$ cat src/sv/ntc_pkg.sv
// Shared constants, types and the log2 table generator for the NTC beta converter.
// No dependencies; imported by every module of the block.
package ntc_pkg;

  localparam int unsigned LOG_TABLE_BITS_DEF = 6;
  localparam int unsigned LW     = 25;  // log2 value, unsigned Q20
  localparam int unsigned QBITS  = 18;  // quotient bits of the divider
  localparam int unsigned NUM_W  = 55;  // rounded dividend
  localparam int unsigned DEN_W  = 41;  // doubled divisor
  localparam int unsigned CFG_W  = 20;

  localparam logic [29:0] LN2_Q30  = 30'd744261118;
  localparam logic [22:0] NUM_K    = 23'd6553600;  // 100 * 2^16
  localparam logic [6:0]  CENTI    = 7'd100;
  localparam logic [15:0] ZERO_CK  = 16'd27315;
  localparam logic [17:0] TEMP_MAX = 18'd99900;
  localparam logic [3:0]  EDGE_MV  = 4'd10;

  localparam logic [2:0] REG_REF  = 3'd0;
  localparam logic [2:0] REG_PULL = 3'd1;
  localparam logic [2:0] REG_NOM  = 3'd2;
  localparam logic [2:0] REG_BETA = 3'd3;
  localparam logic [2:0] REG_T0   = 3'd4;

  typedef struct packed {
    logic fault;
    logic dz;
    logic neg;
    logic ovf;
  } ntc_side_t;

  // log2(1 + i/2^tb) in Q20 by repeated truncating squaring of a Q30 mantissa
  function automatic logic [20:0] log_entry(input int unsigned i, input int unsigned tb);
    logic [63:0] y;
    logic [20:0] r;
    r = '0;
    if (i >= (32'd1 << tb)) begin
      r = 21'h100000;
    end else begin
      y = (64'd1 << 30) + (64'(i) << (30 - tb));
      for (int k = 19; k >= 0; k--) begin
        y = (y * y) >> 30;
        if (y >= (64'd2 << 30)) begin
          r[k] = 1'b1;
          y = y >> 1;
        end
      end
    end
    return r;
  endfunction

endpackage

$ cat src/sv/ntc_div.sv
// Pipelined restoring divider, one quotient bit per stage, side flags carried along.
// Depends on ntc_pkg.
module ntc_div import ntc_pkg::*; (
  input  logic             clk_i,
  input  logic             en_i,
  input  logic [NUM_W-1:0] n_i,
  input  logic [DEN_W-1:0] d_i,
  input  ntc_side_t        side_i,
  output logic [QBITS-1:0] q_o,
  output ntc_side_t        side_o
);

  localparam int unsigned TW = DEN_W + QBITS;

  logic [NUM_W-1:0] rem_q [QBITS];
  logic [DEN_W-1:0] d_q   [QBITS];
  logic [QBITS-1:0] qv_q  [QBITS];
  ntc_side_t        sd_q  [QBITS];

  for (genvar g = 0; g < QBITS; g++) begin : g_step
    localparam int unsigned K = QBITS - 1 - g;
    logic [NUM_W-1:0] rem_in;
    logic [DEN_W-1:0] d_in;
    logic [QBITS-1:0] qv_in;
    ntc_side_t        sd_in;
    logic [TW-1:0]    trial, remx;
    logic             ge;

    if (g == 0) begin : g_first
      assign rem_in = n_i;
      assign d_in   = d_i;
      assign qv_in  = '0;
      assign sd_in  = side_i;
    end else begin : g_next
      assign rem_in = rem_q[g-1];
      assign d_in   = d_q[g-1];
      assign qv_in  = qv_q[g-1];
      assign sd_in  = sd_q[g-1];
    end

    assign trial = TW'(d_in) << K;
    assign remx  = TW'(rem_in);
    assign ge    = remx >= trial;

    always_ff @(posedge clk_i) begin
      if (en_i) begin
        rem_q[g] <= ge ? NUM_W'(remx - trial) : rem_in;
        d_q[g]   <= d_in;
        qv_q[g]  <= qv_in | (QBITS'(ge) << K);
        sd_q[g]  <= sd_in;
      end
    end
  end

  assign q_o    = qv_q[QBITS-1];
  assign side_o = sd_q[QBITS-1];

endmodule
$ cat config.mk
export PLATFORM = sky130hd
export DESIGN_NAME = ntc_div
export DESIGN_NICKNAME = d
export VERILOG_FILES = /design/src/sv/ntc_pkg.sv /design/src/sv/ntc_div.sv
export SDC_FILE = /design/constraint.sdc
export NUM_CORES = 2
export LEC_CHECK = 0
export ABC_CLOCK_PERIOD_IN_PS = 5200
export BUFFER_PORTS_ARGS = -buffer_cell sky130_fd_sc_hd__buf_2
export CORE_MARGIN = 3
export CORE_UTILIZATION = 55
export CTS_CLUSTER_DIAMETER = 60
export DETAILED_ROUTE_END_ITERATION = 12
export PLACE_DENSITY_LB_ADDON = 0.15
export SLEW_MARGIN = 30
export SYNTH_ARGS = -nofsm -noshare
export SYNTH_HDL_FRONTEND = slang
export SYNTH_SLANG_ARGS = --single-unit
$ cat constraint.sdc
create_clock -name clk_i -period 5.2 [get_ports clk_i]
set_input_delay 0.78 -clock clk_i [delete_from_list [all_inputs] [get_ports clk_i]]
set_output_delay 0.78 -clock clk_i [all_outputs]
set_load 0.005 [all_outputs]
Word level (Yosys, flattened, before mapping)
Memory sizes are Yosys's and may differ from the RTL's.
Index checks and enable logic that the tools add are counted.
Cells by class
  $add $sub $neg: 18
  order comparisons: 18
  mux-type cells: 20
  bitwise operators: 17
Operators with widths (count)
  55-bit 2-to-1 mux: 18
  55-bit subtractor: 4
  55-bit by 58-bit greater-or-equal comparator with 1-bit output: 1
  55-bit by 57-bit greater-or-equal comparator with 1-bit output: 1
  55-bit by 56-bit greater-or-equal comparator with 1-bit output: 1
  55-bit by 41-bit greater-or-equal comparator with 1-bit output: 1
  55-bit by 42-bit greater-or-equal comparator with 1-bit output: 1
  55-bit by 43-bit greater-or-equal comparator with 1-bit output: 1
  55-bit by 44-bit greater-or-equal comparator with 1-bit output: 1
  55-bit by 45-bit greater-or-equal comparator with 1-bit output: 1
  55-bit by 46-bit greater-or-equal comparator with 1-bit output: 1
  55-bit by 47-bit greater-or-equal comparator with 1-bit output: 1
  55-bit by 48-bit greater-or-equal comparator with 1-bit output: 1
  55-bit by 49-bit greater-or-equal comparator with 1-bit output: 1
  55-bit by 50-bit greater-or-equal comparator with 1-bit output: 1
  55-bit by 51-bit greater-or-equal comparator with 1-bit output: 1
  55-bit by 52-bit greater-or-equal comparator with 1-bit output: 1
  55-bit by 53-bit greater-or-equal comparator with 1-bit output: 1
  55-bit by 54-bit greater-or-equal comparator with 1-bit output: 1
  55-bit greater-or-equal comparator: 1
  55-bit by 41-bit subtractor with 55-bit output: 1
  55-bit by 42-bit subtractor with 55-bit output: 1
  55-bit by 43-bit subtractor with 55-bit output: 1
  55-bit by 44-bit subtractor with 55-bit output: 1
  28 further kinds: 29
Storage, ports and cells
  register bits after elaboration: 0
  RAM bits: 2124
  input bits: 102
  output and inout bits: 22
  word-level logic and storage cells: 77
  memories kept: 4
Memories
  rem_q: words 18, bits a word 55, read ports 17, clocked after memory_dff 0, write ports 18, RTL line ntc_div.sv:15  | logic [NUM_W-1:0] rem_q [QBITS];
  d_q: words 18, bits a word 41, read ports 17, clocked after memory_dff 0, write ports 18, RTL line ntc_div.sv:16  | logic [DEN_W-1:0] d_q [QBITS];
  qv_q: words 18, bits a word 18, read ports 18, clocked after memory_dff 0, write ports 18, RTL line ntc_div.sv:17  | logic [QBITS-1:0] qv_q [QBITS];
  sd_q: words 18, bits a word 4, read ports 18, clocked after memory_dff 0, write ports 18, RTL line ntc_div.sv:18  | ntc_side_t sd_q [QBITS];

Depth between registers and ports, before layout
An unclocked memory read counts as a cell.
  word-level depth: 3
  mapped depth: 17
  gate-level depth less buffers: 15

Worst setup path before layout
Ideal clock, no wire load.
  path type: input-to-reg
  start: input port d_i[1]
  end: memory rem_q[0][18], data pin
  library setup time: 0.260 ns
  data arrival time: 3.550 ns
  data required time: 4.940 ns
  path slack: 1.390 ns
  cell stages on the path: 13
  path buffers: 1
  cells stage by stage: inv_1 -> ha_1 -> nor2b_1 -> o31ai_1 -> a21oi_1 -> a41o_1 -> a21o_1 -> a221o_1 -> a221o_1 -> o21ai_1 -> o21a_1 -> buf_2 -> mux2_2
RTL lines
  start, declared: RTL line ntc_div.sv:7  | input logic [DEN_W-1:0] d_i,
  end, declared: RTL line ntc_div.sv:15

==> reports/metrics.csv <==
metric,value,unit
Post-CTS Setup Inserts,0,
IO Count,124,
final core occ,0.610,
Yosys top cell area share,0.528,
max incr delay on CP,520,ps
"Avg Cell Area, Syn",10.8,sq um
core area,193000,sq um
WP data required,5780,ps
"CTS clk-pin slew, worst paths",60,ps
met2 wire len,142000,um
"EDFF count, synth",1875,
share of cells above drive strength 1,0.0741,
Mapped Area,107000,sq um
GPL Wtd Cong,1.01,
crit path cell chain,"ha_1, fa_1, nor2b_1, o21ai_1, a2111oi_0, buf_4, o211ai_1, a2111oi_2, nor3_2, a31oi_1, a311oi_1, o21bai_4, buf_12, mux2_2",
I/O Buffers,123,
vias post-DR,74300,
Critical Path AT,5340,ps
vias in the first global route,76800,
H-tree lvl count,4,
WS Path Type,reg -> reg,
Max-Cap Viols,0,
Area Growth Syn to Fin,10.1,%
# nets final,10900,
sequential share of the synthesized area,0.528,
Synth Instances,9906,
PostCTS Resize Cnt,0,
fmax,0.210,GHz
Worst Tran Pin Value,1080,ps
"Slowest-stage cell, CP",a2111oi_0,
worst setup margin,444,ps
Cell Rows,161,
DR WL/cell,20.4,um
post-route ant nets,0,
Routed WL,260000,um
post-route setup TNS,0,ps
final hold violations,0,
total global-route track usage,0.259,
Die W,446,um
placed instance count,12400,
Clock Sinks,1875,
highest routed metal layer,met4,
fill cell count,15300,
met3 wire length,7650,um
synthesized flop and latch total,1875,
"Clk Latency, worst-skew pair",870,ps
CTS Hold Buffers Added,0,
Die Ht,446,um
CTS Buf Count,204,
RSZ-0062 raised after global routing,false,
setup-violating endpoint count in the final report,0,
clk root buf,clkbuf_16,
status,"finished, final reports clean",
Met1 Wirelength,88300,um
Pleak,0.0472,uW
net count after synthesis,10800,
largest net degree at the start of global routing,159,
DR pass1 iterations,8,
Worst Hold Class,in -> reg,
first-pass GRT wire length,405000,um
fraction of registers with async set/reset,0,
relative slew slack,0.278,
largest cells by area after synthesis,"edfxtp_1 (53%), ha_1 (8.6%), a21oi_1 (4.4%)",
Synth cell types,104,
Final period util,0.915,
YS warnings,0,
Layout Cells excl Fill,12800,
post-route minimum period,4760,ps
cell taking the most area after synthesis,edfxtp_1,
Synth Flop Type,edfxtp_1,
CP startpoint kind,register,
Crit Path Max Fanout,30,
GRT overflow,0,
"most common cell after layout, fill and taps aside",edfxtp_1,
Detail Placement HPWL,201000,um
crit end category,register,
pwr/cell area,545,nW/um^2
Starting DRT DRC Count,4541,
Final Skew,40.3,ps
fin. max-slew vios,0,
Tot Pwr,64000,uW
routed vias/inst,5.82,
DRC viols,0,
maximum root-to-sink buffer count,3,
CTS tree,done,
IR Drop Worst-Case VDD,0.338,mV
Initial Utilization,0.554,
initial antenna violation count,4,
DIE AREA,199000,sq um
Place WS,589,ps
"commonest non-fill, non-tap cells in the layout","edfxtp_1 (1875), a21oi_1 (934), inv_1 (918)",
## layer usage
metal  vias up  global-route usage
met5         -                   0
met4         0               0.206
met3       791              0.0273
met2      2001               0.506
met1     34900               0.242
li1      36600                   -
## layout make-up
cell class / instances / area, sq um / area share
tap: 2526 / 3160 / 0.0269
antenna: 16 / 40.0 / 0.000341
timing repair buffer: 259 / 2000 / 0.0170
multi-input combinational: 6783 / 45800 / 0.390
inverter: 920 / 3450 / 0.0294
clock buffer: 231 / 5210 / 0.0443
sequential: 1875 / 56300 / 0.479
clock inverter: 149 / 1550 / 0.0132
## registers in the layout, indices dropped and copies added, names as in the netlist
signal  flops
qv_q      171
sd_q       72
d_q       697
rem_q     935
## where the power goes
group / switching (uW) / leakage (uW) / internal (uW)
Clock: 6060 / 0.00324 / 8290
Combinational: 15500 / 0.0257 / 10900
Sequential: 1970 / 0.0182 / 21300
## kinds of logic after synthesis
group | synth area share
flops | 0.528
simple gates | 0.110
xor+xnor | 0.0575
buf+inv | 0.0452
mux | 0.0108
compound gates | 0.160
fa+ha+maj | 0.0890
## critical path, delay by kind of cell (launching register included)
| kind | cells | cell delay (ps) |
|---|---|---|
| AOI/OAI and AO/OA | 7 | 2280 |
| adders and majority gates | 2 | 640 |
| buffers and inverters | 2 | 430 |
| DFF | 1 | 410 |
| muxes | 1 | 360 |
| and+or+nand+nor | 2 | 320 |
## metrics by stage
| step | area, sq um | hold slack (ps) |
|---|---|---|
| detailed placement | 111000 | 405 |
| floorplan | 107000 | 400 |
| global route | 117000 | 47.1 |
| CTS | 117000 | 11.1 |
| global placement | 111000 | 400 |
| finish | 117000 | 105 |
## path summary, 6_finish.rpt
kind / start / endpoint / depth (start not counted) / slack (ps)
worst max-delay path: d_q[3][0]$_DFFE_PP_ / rem_q[4][21]$_DFFE_PP_ / 14 / 440
worst min-delay path: side_i[0] / sd_q[0][0]$_DFFE_PP_ / 1 / 100
worst max register to register: d_q[3][0]$_DFFE_PP_ / rem_q[4][21]$_DFFE_PP_ / 14 / 440
worst min register to register: qv_q[12][13]$_DFFE_PP_ / qv_q[13][13]$_DFFE_PP_ / 0 / 410
## synth_stat cells (60+ instances only)
library cell and count:
o21a_1 84, nor2_1 647, nand2b_1 110, xor2_1 303, and3_1 68, o31ai_1 60, nand4_1 180, edfxtp_1 1875
clkbuf_1 242, o21ai_0 708, o21bai_1 107, mux2_2 95, a31oi_1 71, inv_1 919, a21o_1 394, xnor2_1 397
a211oi_1 67, nor3_1 108, nand3_1 161, nand2_1 809, a21oi_1 934, nor4_1 81, nor2b_1 88, ha_1 732
(Power assumes the default switching activity.)
