<file path="src/sv/ntc_pkg.sv">
// Shared constants, types and the log2 table generator for the NTC beta converter.
// No dependencies; imported by every module of the block.
package ntc_pkg;

  localparam int unsigned LOG_TABLE_BITS_DEF = 6;
  localparam int unsigned LW     = 25;  // log2 value, unsigned Q20
  localparam int unsigned QBITS  = 18;  // quotient bits of the divider
  localparam int unsigned NUM_W  = 55;  // rounded dividend
  localparam int unsigned DEN_W  = 41;  // doubled divisor
  localparam int unsigned CFG_W  = 20;

  localparam logic [29:0] LN2_Q30  = 30'd744261118;
  localparam logic [22:0] NUM_K    = 23'd6553600;  // 100 * 2^16
  localparam logic [6:0]  CENTI    = 7'd100;
  localparam logic [15:0] ZERO_CK  = 16'd27315;
  localparam logic [17:0] TEMP_MAX = 18'd99900;
  localparam logic [3:0]  EDGE_MV  = 4'd10;

  localparam logic [2:0] REG_REF  = 3'd0;
  localparam logic [2:0] REG_PULL = 3'd1;
  localparam logic [2:0] REG_NOM  = 3'd2;
  localparam logic [2:0] REG_BETA = 3'd3;
  localparam logic [2:0] REG_T0   = 3'd4;

  typedef struct packed {
    logic fault;
    logic dz;
    logic neg;
    logic ovf;
  } ntc_side_t;

  // log2(1 + i/2^tb) in Q20 by repeated truncating squaring of a Q30 mantissa
  function automatic logic [20:0] log_entry(input int unsigned i, input int unsigned tb);
    logic [63:0] y;
    logic [20:0] r;
    r = '0;
    if (i >= (32'd1 << tb)) begin
      r = 21'h100000;
    end else begin
      y = (64'd1 << 30) + (64'(i) << (30 - tb));
      for (int k = 19; k >= 0; k--) begin
        y = (y * y) >> 30;
        if (y >= (64'd2 << 30)) begin
          r[k] = 1'b1;
          y = y >> 1;
        end
      end
    end
    return r;
  endfunction

endpackage

</file>
<file path="src/sv/ntc_log2.sv">
// Two-stage log2 unit: leading-one normalise with table lookup, then interpolation.
// Depends on ntc_pkg.
module ntc_log2 import ntc_pkg::*; #(
  parameter int unsigned W  = 20,
  parameter int unsigned TB = LOG_TABLE_BITS_DEF
) (
  input  logic          clk_i,
  input  logic          en_i,
  input  logic [W-1:0]  x_i,
  output logic [LW-1:0] l_o
);

  localparam int unsigned TAB_N = 1 << TB;
  localparam int unsigned RB    = 30 - TB;
  localparam int unsigned EW    = $clog2(W);

  logic [20:0] tab [TAB_N+1];

  for (genvar g = 0; g <= TAB_N; g++) begin : g_tab
    localparam logic [20:0] ENT = log_entry(g, TB);
    assign tab[g] = ENT;
  end

  logic [EW-1:0] e_d, e_q;
  logic [W-1:0]  norm;
  logic [29:0]   f30;
  logic [TB-1:0] idx;
  logic [20:0]   lo, hi, lo_q, dif_q;
  logic [RB-1:0] rem_q;
  logic          dn_q;
  logic [20+RB:0] prod;
  logic [20:0]   sh, part;
  logic [LW-1:0] l_d, l_q;

  always_comb begin
    e_d = '0;
    for (int i = 0; i < W; i++) begin
      if (x_i[i]) e_d = EW'(i);
    end
  end

  assign norm = x_i << (EW'(W - 1) - e_d);
  assign f30  = {norm[W-2:0], {(31 - W){1'b0}}};
  assign idx  = f30[29 -: TB];
  assign lo   = tab[idx];
  assign hi   = tab[{1'b0, idx} + 1'b1];

  always_ff @(posedge clk_i) begin
    if (en_i) begin
      e_q   <= e_d;
      lo_q  <= lo;
      dn_q  <= hi < lo;
      dif_q <= (hi < lo) ? lo - hi : hi - lo;
      rem_q <= f30[RB-1:0];
    end
  end

  assign prod = {{RB{1'b0}}, dif_q} * {21'b0, rem_q};
  assign sh   = prod[RB +: 21];
  assign part = dn_q ? lo_q - sh : lo_q + sh;
  assign l_d  = (LW'(e_q) << 20) + LW'(part);

  always_ff @(posedge clk_i) begin
    if (en_i) l_q <= l_d;
  end

  assign l_o = l_q;

endmodule

</file>
<file path="config.mk">
export PLATFORM = sky130hd
export DESIGN_NAME = ntc_log2
export DESIGN_NICKNAME = d
export VERILOG_FILES = /design/src/sv/ntc_pkg.sv /design/src/sv/ntc_log2.sv
export SDC_FILE = /design/constraint.sdc
export NUM_CORES = 1
export LEC_CHECK = 0
export ABC_CLOCK_PERIOD_IN_PS = 32500
export BUFFER_PORTS_ARGS = -buffer_cell sky130_fd_sc_hd__buf_2
export CORE_ASPECT_RATIO = 1.75
export CORE_MARGIN = 2
export CORE_UTILIZATION = 60
export DETAILED_ROUTE_END_ITERATION = 7
export GPL_TIMING_DRIVEN = 0
export PLACE_DENSITY_LB_ADDON = 0.08
export SLEW_MARGIN = 20
export SYNTH_ARGS = -nofsm -noshare
export SYNTH_HDL_FRONTEND = slang
export SYNTH_SLANG_ARGS = --single-unit
</file>
<file path="constraint.sdc">
create_clock -name clk_i -period 32.5 [get_ports clk_i]
set_input_delay 6.5 -clock clk_i [delete_from_list [all_inputs] [get_ports clk_i]]
set_output_delay 6.5 -clock clk_i [all_outputs]
set_load 0.1 [all_outputs]
</file>
# == Word-level counts from Yosys, hierarchy flattened ==
# Memory sizes are Yosys's and may differ from the RTL's.
# Index checks and enable logic that the tools add are counted.
# classes
n_lt_le_gt_ge,3
eq_ne,0
multipliers,1
shift,1
mux,25
n_div,0
bitwise_logic,2
reduce_logical,0
add_sub_neg,7
# op_table
cell,n
$mux 21,6
$mux 5,17
$sub 21x21->21,3
$mul 21x13->34,1
$add 25x21->25,1
$add 21x21->21,1
$lt 21x21->1,1
$shl 20x5->19,1
$ge 7x8->1 const B,1
$ge 8x8->1 const B,1
$not 7->8,1
$add 6x1->7 const B,1
$not 6->7,1
$sub 5x5->5 const A,1
$mux 2,1
$mux 1,1
# totals
mem_count,2
regBits,86
out_inout_bits,25
elab_cells,47
latchBits,0
input_bits,22
romBits,5376
mem_bits_rw,0
# memory_table
memory,depth,width,read_ports,rd_ports_with_merged_regs,wr,line_no,source
(no name shown),128,21,1,0,0,ntc_log2.sv:46,"assign hi = tab[{1'b0, idx} + 1'b1];"
(no name shown),128,21,1,0,0,ntc_log2.sv:45,assign lo = tab[idx];

# == Depth between registers and ports, before layout ==
# depth
depth_word,28
depth_mapped,42
depth_no_buf,41

# == Least setup slack after synthesis ==
# No wires, ideal clock.
# synth_path
path_type,input to register
startpoint,input x_i[10]
endpoint,"register dif_q[10], data pin"
setup_ns,0.267
required_time_ns,32.233
t_arrival_ns,14.489
n_path_buf,12
slack_ns,17.744
stages,38
cell_sequence,clkbuf_1 > or4_1 > o21bai_1 > and2_1 > buf_6 > clkinv_2 > buf_6 > buf_6 > ha_1 > clkbuf_1 > clkbuf_1 > nand3_1 > a211oi_4 > clkbuf_1 > ha_1 > inv_1 > ha_1 > clkbuf_1 > [2 not listed] > o311ai_0 > o21ai_1 > and2_1 > ha_1 > clkbuf_1 > a21o_1 > a21o_1 > a21oi_1 > o21bai_1 > a21oi_1 > o21ai_0 > a21oi_1 > a21oi_1 > nor3_1 > buf_2 > buf_2 > mux2i_1 > xor2_1
# synth_between
elab_chain_cells,19
elab_cells_between_ends,25
cone_classes,4 x add/sub; 1 x order compare; 1 x shift; 15 x mux; 2 x bitwise; 2 x memory
# synth_rtl
item,line_no,source
from (decl),ntc_log2.sv:9,"input logic [W-1:0] x_i,"
$mux 5 (10 in a row),ntc_log2.sv:38,if (x_i[i]) e_d = EW'(i);
$sub 5x5->5,ntc_log2.sv:42,assign norm = x_i << (EW'(W - 1) - e_d);
$shl 20x5->19 *,ntc_log2.sv:42,
$add 6x1->7,ntc_log2.sv:46,
$not 7->8 (not written as such),ntc_log2.sv:46,
$mem_v2 128x21,-,
$mux 21 (not written as such) (2 in a row),ntc_log2.sv:46,
$sub 21x21->21 / $lt 21x21->1 (equally long branches),ntc_log2.sv:53,dif_q <= (hi < lo) ? lo - hi : hi - lo;
$mux 21 *,ntc_log2.sv:53,
to (signal assigned),ntc_log2.sv:53,
to (decl),ntc_log2.sv:28,"logic [20:0] lo, hi, lo_q, dif_q;"
# Mark *: on every way between the ends. The rest lies on a longest branch, timed or not. The select of a mux whose other input is x is not followed.
# A chain may end at the register's enable or synchronous reset.

# == Worst setup path after layout ==
# layout_path
startpoint,input x_i[19]
endpoint,"register dif_q[4], data pin"
# layout_between
elab_chain_cells,10
elab_cells_between_ends,16
cone_classes,4 x add/sub; 1 x order compare; 1 x shift; 6 x mux; 2 x bitwise; 2 x memory
# layout_rtl
item,line_no
$mux 5,ntc_log2.sv:38
$sub 5x5->5,ntc_log2.sv:42
$shl 20x5->19 *,ntc_log2.sv:42
$add 6x1->7,ntc_log2.sv:46
$not 7->8 (not written as such),ntc_log2.sv:46
$mem_v2 128x21,-
$mux 21 (not written as such) (2 in a row),ntc_log2.sv:46
$sub 21x21->21 / $lt 21x21->1 (equally long branches),ntc_log2.sv:53
$mux 21 *,ntc_log2.sv:53
# Marks and branches as above.

==> results.toml <==
[route]
wl_per_cell_um = 27.4
vias_per_cell = 6.86
vias = 20100
ant_nets = 0
drc_errors = 0
drt-total-wl_um = 80200
drtIter0Drc = 2134
first_pass_iters = 7

[final_layout]
stdcell_count = 2926
drive_above_1_share_pct = 6.47
final_nets = 2913
post-route-util_pct = 63.9
mostFrequentLayoutCells = "304 x inv_1, 278 x nand2_1, 211 x fa_1"
layout_commonest_cell = "inv_1"
fillers = 2812
syn2layout_area_growth_pct = 5.56

[logic_synthesis]
muxShareOfSynthArea_pct = 2.67
synth_edf_count = 85
synth_compound_area_share_pct = 20.0
synth.net_count = 2857
syn_area_per_cell_um2 = 8.06
synth-seq-cells = 85
synth_area_leaders = "fa_1 21%, edfxtp_1 13%, ha_1 11%"
yosysTopAreaCell = "fa_1"
netlist_area_um2 = 19800
synth_top_family_by_area = "adder cells"
netlist_instances = 2457
synth_flop_cell = "edfxtp_1"
synth_xor_area_share_pct = 3.66
synth_top_area_share_pct = 21.3
synthAdderAreaFrac_pct = 31.9
yosys_warnings = 0
synth_simple_gate_area_share_pct = 19.5
ys_seq_area_share_pct = 12.9
synth.distinct_cells = 91
async_reset_ff_share_pct = 0

[clock_network]
htreeDepth = 3
clk_path_buf_depth = 2
cts_resized = 0
cts.sinks = 85
cts_setup_buffers = 0
cts_buffers = 9
clk_latency_ns = 0.37
ctsHoldBuffers = 0
cts_root_buffer = "clkbuf_16"
cts_tree = "done"
clk_pin_slew_worst_paths_ns = 0.06

[timing]
maxSlewViolCount = 0
finalHoldViolations = 0
slew_headroom_pct = 12.3
setup_viol = 0
fin_skew_ns = 0.0160
fin_tns_setup_ns = 0
post-route-period-util_pct = 56.2
worst_pin_slew_ns = 1.30
max_freq_mhz = 54.7
fin_crit_ns = 18.27
rsz0062_at_grt = "false"

[placement]
hpwlAfterDp_um = 63000
io_buffers = 42
place.gp.congestion = 1.11
dp_cells = 2906

[critical_path]
slowest_stage = "clkbuf_1"
rrSetupSlack_ns = 20.97
cp-end-kind = "flop"
critPathMaxStageDelay_ns = 0.92
reg2reg_from = "dif_q[7]"
startpoint_type = "primary input"
crit_type = "primary input to flop"
r2r_cells = 40
crit_fanout = 17
worstReg2RegEnd = "l_o[24]"
path_common_cell = "clkbuf_1"
required_ns = 32.50
critPathArrivalTime_ns = 18.28
cp-startpoint = "x_i[19]"

[worst_hold_path]
whs_endpoint = "l_o[24]"
hp-class = "flop to flop"
hold_depth = 1
hold_path_startpoint = "e_q[4]"

[grt]
grt_max_degree = 64
grt_overflow_total = 0
first_global_vias = 20900
grt_use_total_pct = 47.6
grt_pass1_wl_um = 123000
antenna_found_initial = 7

[floorplanning]
ios = 47
die_w_um = 141
fp-row-count = 88
core-area_um2 = 32700
dieHeight_um = 244
initial_core_util_pct = 60.6
dieArea_um2 = 34500

[flow_run]
maxCapViolations = 0

[run_status]
outcome = "completed"
## flip-flops by register name (all words and copies together), names as in the netlist
signal / cells
l_o: 25
dif_q: 21
lo_q: 20
rem_q: 13
e_q: 5
dn_q: 1
## worst max-delay path by stage
stage | end | cells after the start
6_report | dif_q[4] | 37
5_1_grt | dif_q[4] | 38
4_1_cts | dif_q[4] | 37
3_5_place_dp | dif_q[4] | 37
3_3_place_gp | dif_q[4] | 37
2_1_floorplan | dif_q[10] | 38
## critical path: cells and delay by family
| family | cells | cell delay, ns |
|---|---|---|
| buffers and inverters | 15 | 5.17 |
| AO/OA/AOI/OAI | 11 | 2.36 |
| AND/OR/NAND/NOR | 6 | 1.72 |
| adder cells (fa/ha/maj) | 4 | 1.64 |
| XOR/XNOR | 1 | 0.86 |
## per-layer routing
metal | vias to the layer above | part of all wire (%) | track usage (%)
met4 | 4 | 13 | 49.2
met3 | 653 | 8.7 | 13.1
met1 | 9543 | 30 | 45.0
met5 | - | 0.031 | 2.19
met2 | 1376 | 48 | 79.5
li1 | 8493 | - | -
## cell families (layout without fill, tap and decap cells)
kind of cell,after synthesis,count (layout)
and+or+nand+nor,808,808
AOI/OAI and AO/OA,589,589
buffers and inverters,470,531
adders and majority gates,378,378
DFF,85,85
xor gates and xnor gates,81,81
muxes,46,46
other,0,3
## cell type report
class                           instances  area (µm²)  share of cell area, %
Antenna cell                            3        7.51                 0.0359
Timing Repair Buffer                   45         255                   1.22
Inverter                              308        1160                   5.54
Clock inverter                          7        81.3                  0.389
Sequential cell                        85        2550                   12.2
Clock buffer                            9         225                   1.08
Buffer                                162         698                   3.34
Tap cell                              405         507                   2.42
Multi-Input combinational cell       1902       15400                   73.8
## stage by stage
step / setup slack (ns) / cell area (µm²) / hold slack (ns)
final: 14.23 / 20900 / 0.561
after global placement: 14.72 / 20500 / 0.540
after floorplan: 17.74 / 19800 / 0.526
after detailed placement: 14.84 / 20600 / 0.547
after CTS: 15.15 / 20900 / 0.562
after global routing: 13.83 / 20900 / 0.578
## cells in the mapped netlist (all sizes together), types with 7 or more instances
cell type	count
nor4	12
a211o	10
a311oi	15
a31oi	27
a21oi	141
xor2	23
a21boi	7
nor2b	18
and3	12
mux2i	26
clkbuf	119
o21bai	12
o221ai	7
a32oi	7
a221o	8
nand3	53
nand4	11
o22ai	12
o31a	9
a211oi	37
mux2	18
or3	14
o21ai	131
inv	306
nor2	180
ha	167
o31ai	13
buf	43
or2	11
o211ai	18
xnor2	58
o311ai	14
fa	211
nand2	278
a21o	35
o21a	12
nor3	50
edfxtp	85
and2	141
nand2b	12
Power is left out: the tool's default activity adds up to more than one toggle a clock period on the data nets, which glitch-free logic cannot reach.
